==> src/amgdfs_ram.sv <==
// Generic single write port, single read port RAM with registered read data.
// No dependencies.
module amgdfs_ram #(
    parameter int WIDTH = 16,
    parameter int DEPTH = 32
) (
    input  logic                     clk,
    input  logic                     we,
    input  logic [$clog2(DEPTH)-1:0] waddr,
    input  logic [WIDTH-1:0]         wdata,
    input  logic [$clog2(DEPTH)-1:0] raddr,
    output logic [WIDTH-1:0]         rdata
);

    logic [WIDTH-1:0] mem [DEPTH];

    always_ff @(posedge clk)
    begin
        if (we)
        begin
            mem[waddr] <= wdata;
        end
        rdata <= mem[raddr];
    end

endmodule

==> config.mk <==
export PLATFORM = sky130hd
export DESIGN_NAME = amgdfs_ram
export DESIGN_NICKNAME = d
export VERILOG_FILES = /design/src/amgdfs_ram.sv
export SDC_FILE = /design/constraint.sdc
export NUM_CORES = 1
export LEC_CHECK = 0
export ABC_CLOCK_PERIOD_IN_PS = 2600
export BUFFER_PORTS_ARGS = -buffer_cell sky130_fd_sc_hd__buf_2
export CELL_PAD_IN_SITES_DETAIL_PLACEMENT = 1
export CELL_PAD_IN_SITES_GLOBAL_PLACEMENT = 1
export CORE_MARGIN = 2
export CORE_UTILIZATION = 54
export CTS_CLUSTER_SIZE = 16
export DETAILED_ROUTE_END_ITERATION = 8
export GPL_TIMING_DRIVEN = 0
export PLACE_DENSITY_LB_ADDON = 0.1
export SLEW_MARGIN = 0
export SYNTH_ARGS = -nofsm -noshare
export SYNTH_HDL_FRONTEND = slang
export SYNTH_SLANG_ARGS = --single-unit
==> constraint.sdc <==
create_clock -name clk -period 2.6 [get_ports clk]
set_input_delay 0.39 -clock clk [delete_from_list [all_inputs] [get_ports clk]]
set_output_delay 0.39 -clock clk [all_outputs]
set_load 0.03 [all_outputs]
### After elaboration in Yosys (flattened, before gate mapping)

Memory sizes are Yosys's and may differ from the RTL's. A register that Yosys moved wholly into a read port is not among the register bits.
Cells that the tools add are included.

* memory bits (writable): 512
* output and inout bits: 16
* input bits: 28
* memories kept: 1
* bits in registers: 0

Memory list
* mem: depth 32, bits a word 16, rd ports 1, clocked after Yosys merged registers in 1, wr ports 1, line 15 `logic [WIDTH-1:0] mem [DEPTH];`

* mux-type cells: 2

Operators by type and width (number)
* 1-bit 2-to-1 mux: 2

### Logic depth before layout (Yosys ltp)

* depth after elaboration: 2
* gate-level depth with buffers: 8
* gate-level depth less buffers: 5

### Worst setup path after synthesis

Ideal clock, no wire load.

* path kind: input-to-reg
* from: in waddr[1]
* to: mem mem[12][0], enable pin
* arrival time: 1742 ps
* slack: 470 ps
* required time: 2212 ps
* buffers on the path: 1
* stages on the path: 3
* cell sequence: or3b_2 > clkbuf_1 > nor2_1

RTL lines
* start, declared: line 9 `input logic [$clog2(DEPTH)-1:0] waddr,`
* end, declared: line 15

Straight into the memory's write port.

### Final worst setup path

* from: in waddr[1]
* to: mem mem[20][3], enable pin

Straight into the memory's write port.

==> key figures <==
Place
  – Final HPWL DP: 33200 um
  – Placed Instance Area: approximately 22000 um2
  – IO buf count: 40
  – Gpl congestion: between 0.8 and 0.9
  – Placed Instances: between 1500 and 2000

Drt
  – Antenna Nets Post-Route: 0
  – DRC viols: 0
  – Via count: ~11000
  – Drt wl/cell: about 29 um
  – DRT iter0 DRCs: about 900
  – First-pass DRT Iterations: 5
  – Avg Vias per Cell: just over 6
  – Routed wire length: ~52000 um

Clocking
  – H-tree depth: 2
  – Clk pin slew, worst setup/hold paths: roughly 60 ps
  – TritonCTS clock tree: built
  – CTS Hold Buffers Added: 0
  – Post-CTS Resized: 0
  – Clock sinks: between 500 and 600
  – Clk buf depth: 3
  – CTS Buf Count: 52
  – Clk_lat worst skew: approximately 600 ps
  – Root Driver: clkbuf_16
  – Postcts setup bufs: 0

GRT
  – Global Route Usage Sum: about 27%
  – Vias in the first global route: ~11000
  – First-pass GRT wire length: 75100 um
  – GR Overflow Total: 0
  – Initial antenna violation count: 0
  – Largest net degree at the start of global routing: 33

Critical path
  – Critical path endpoint category: flop
  – RR Endpoint: rdata[9]$_DFF_P_
  – R2R Setup Slk: between 800 and 900 ps
  – Reg2reg start: mem[5][9]$_DFFE_PP_
  – Arr. time, crit path: approximately 2300 ps
  – CP Max Fanout: 16
  – Reg2Reg Depth: 5
  – Worst setup SP type: input port
  – Worst EP required: 2800 ps
  – Kind of critical path: input port to flop

Synth
  – Synth top area share: approximately three quarters
  – Distinct cells, synth: 26
  – Mapped Area: 20500 um2
  – Syn nets: around 1200
  – Seq/Total Area, Yosys: 76.4%
  – Flip-flop and latch count after synthesis: roughly 530
  – Syn Area/Cell: around 18 um2
  – Synth area leaders: edfxtp_1 75%, mux2i_1 12%, a22oi_1 2.3%
  – Warnings, synthesis: 0
  – Synth Instances: ~1100
  – Leading area contributor after synthesis: edfxtp_1

Timing
  – Clock Skew: 25.7 ps
  – Worst rel slew slack: between 20 and 30%
  – Fmax: between 0.4 and 0.5 GHz
  – Worst-Margin Slew: roughly 1100 ps
  – Crit share post-route: 79.8%
  – RSZ-0062 raised after global routing: no
  – Tmin final: a little over 2000 ps
  – Slew Limit Fails: 0
  – # setup viols final: 0
  – Final Hold Viols: 0

Die
  – Die ar.: between 30000 and 40000 um2
  – Number of cell rows: 71
  – Die W: ~200 um
  – I/O pins: 44
  – CORE AREA: between 30000 and 40000 um2
  – Initial core utilization: between 50% and 60%
  – Die Y-Extent: 199 um

Status
  – Outcome: completed

Finish
  – Final instance area: between 20000 and 25000 um2
  – Area of the multi-input gates: between 4000 and 5000 um2
  – Fillcell total: around 3300
  – Area Overhead vs Synth: 12.8%
  – Register Area: ~16000 um2
  – Most common cell after layout, fill and taps aside: edfxtp_1
  – Cell Count, Final, Fillers Out: roughly 1800
  – Most frequent cells in the layout: 512 x edfxtp_1, 256 x mux2i_1, 64 x a22oi_1
  – Antenna Cells: 0
  – NumNets Final: roughly 1300
  – Layout cells sized above 1: roughly 16%

Power
  – Worst IR Drop VDD: around 560 uV
  – Leak pwr: approximately 8.1 nW
  – PD cells: 757 nW/um2

Job
  – MaxCap Viol Count: 0

Worst hold path
  – Hold Path Sink: rdata[15]$_DFF_P_
  – HP Start: raddr[3]
  – Hold Path Class: input port to flop
  – Hold path depth: 3
[registers in the layout (all words and copies together), names as in the netlist]
register / flops
mem: 512
rdata: 16
[layout make-up]
| cell class | count | share of cell area [%] |
|---|---|---|
| Sequential cell | 528 | 67.8 |
| Multi-Input combinational cell | 548 | 18.9 |
| Clock buffer | 73 | 6.22 |
| Tap cell | 511 | 2.76 |
| Buffer | 67 | 2.33 |
| Timing Repair Buffer | 52 | 1.56 |
| Clock inverter | 19 | 0.459 |
[worst max path at each step]
stage	from	to
finish	waddr[1]	mem[20][3]$_DFFE_PP_
CTS	waddr[1]	mem[4][4]$_DFFE_PP_
global route	waddr[1]	mem[20][3]$_DFFE_PP_
detailed placement	waddr[1]	mem[4][8]$_DFFE_PP_
floorplan	waddr[1]	mem[12][0]$_DFFE_PP_
global placement	waddr[1]	mem[24][8]$_DFFE_PP_
[metrics by stage]
stage          utilization (%)  hold slack (ps)  setup TNS, ps  power [mW]  setup slack, ps
2_1_floorplan                -              489              0        10.3              470
3_3_place_gp              56.9              631         -82710        10.7             -454
3_5_place_dp              57.5              665         -10380        10.8             -390
4_1_cts                   61.6              123              0        17.6              221
5_1_grt                   61.6              141              0        18.0              508
6_report                  61.6              140              0        17.5              524
[logic make-up (layout without fill, tap and decap cells)]
logic type | Yosys count | count (layout) | synth area share (%)
buffers and inverters | 67 | 211 | 2.63
AO/OA/AOI/OAI | 144 | 144 | 4.97
AND/OR/NAND/NOR | 148 | 148 | 3.49
multiplexers | 256 | 256 | 12.5
flip-flops | 528 | 528 | 76.4
[report_power, final]
part / internal [mW] / switching, mW
sequential: 9.46 / 0.0325
clock: 3.93 / 3.02
combinational: 0.333 / 0.763
[cell usage after synthesis]
library cell	number
a21oi_1	32
nand3b_1	5
or3b_2	3
nand2_1	33
nor2_1	33
a22o_1	32
buf_8	6
nor3_1	16
buf_12	5
nor2_4	1
a22oi_1	64
clkbuf_1	12
or3_1	1
nand2b_1	2
or2_1	1
edfxtp_1	512
nand3_1	34
buf_4	19
mux2i_1	256
a31oi_1	16
nor2b_1	2
nand4_1	16
buf_6	6
dfxtp_1	16
and2_1	1
buf_2	19
[critical path: stages]
cell and delay [ps]:
buf_2 120, or3b_2 450, clkbuf_1 360, nor2_2 940
[per-layer routing]
metal  vias to the layer above  share of wire (%)  global-route usage [%]
met2                       361                 46                    42.3
met4                         0                3.2                    9.81
li1                       4765                  -                       -
met3                        71                6.9                    4.95
met5                         -                  0                       0
met1                      5721                 43                    38.3
Power figures use the tool's default switching activity.
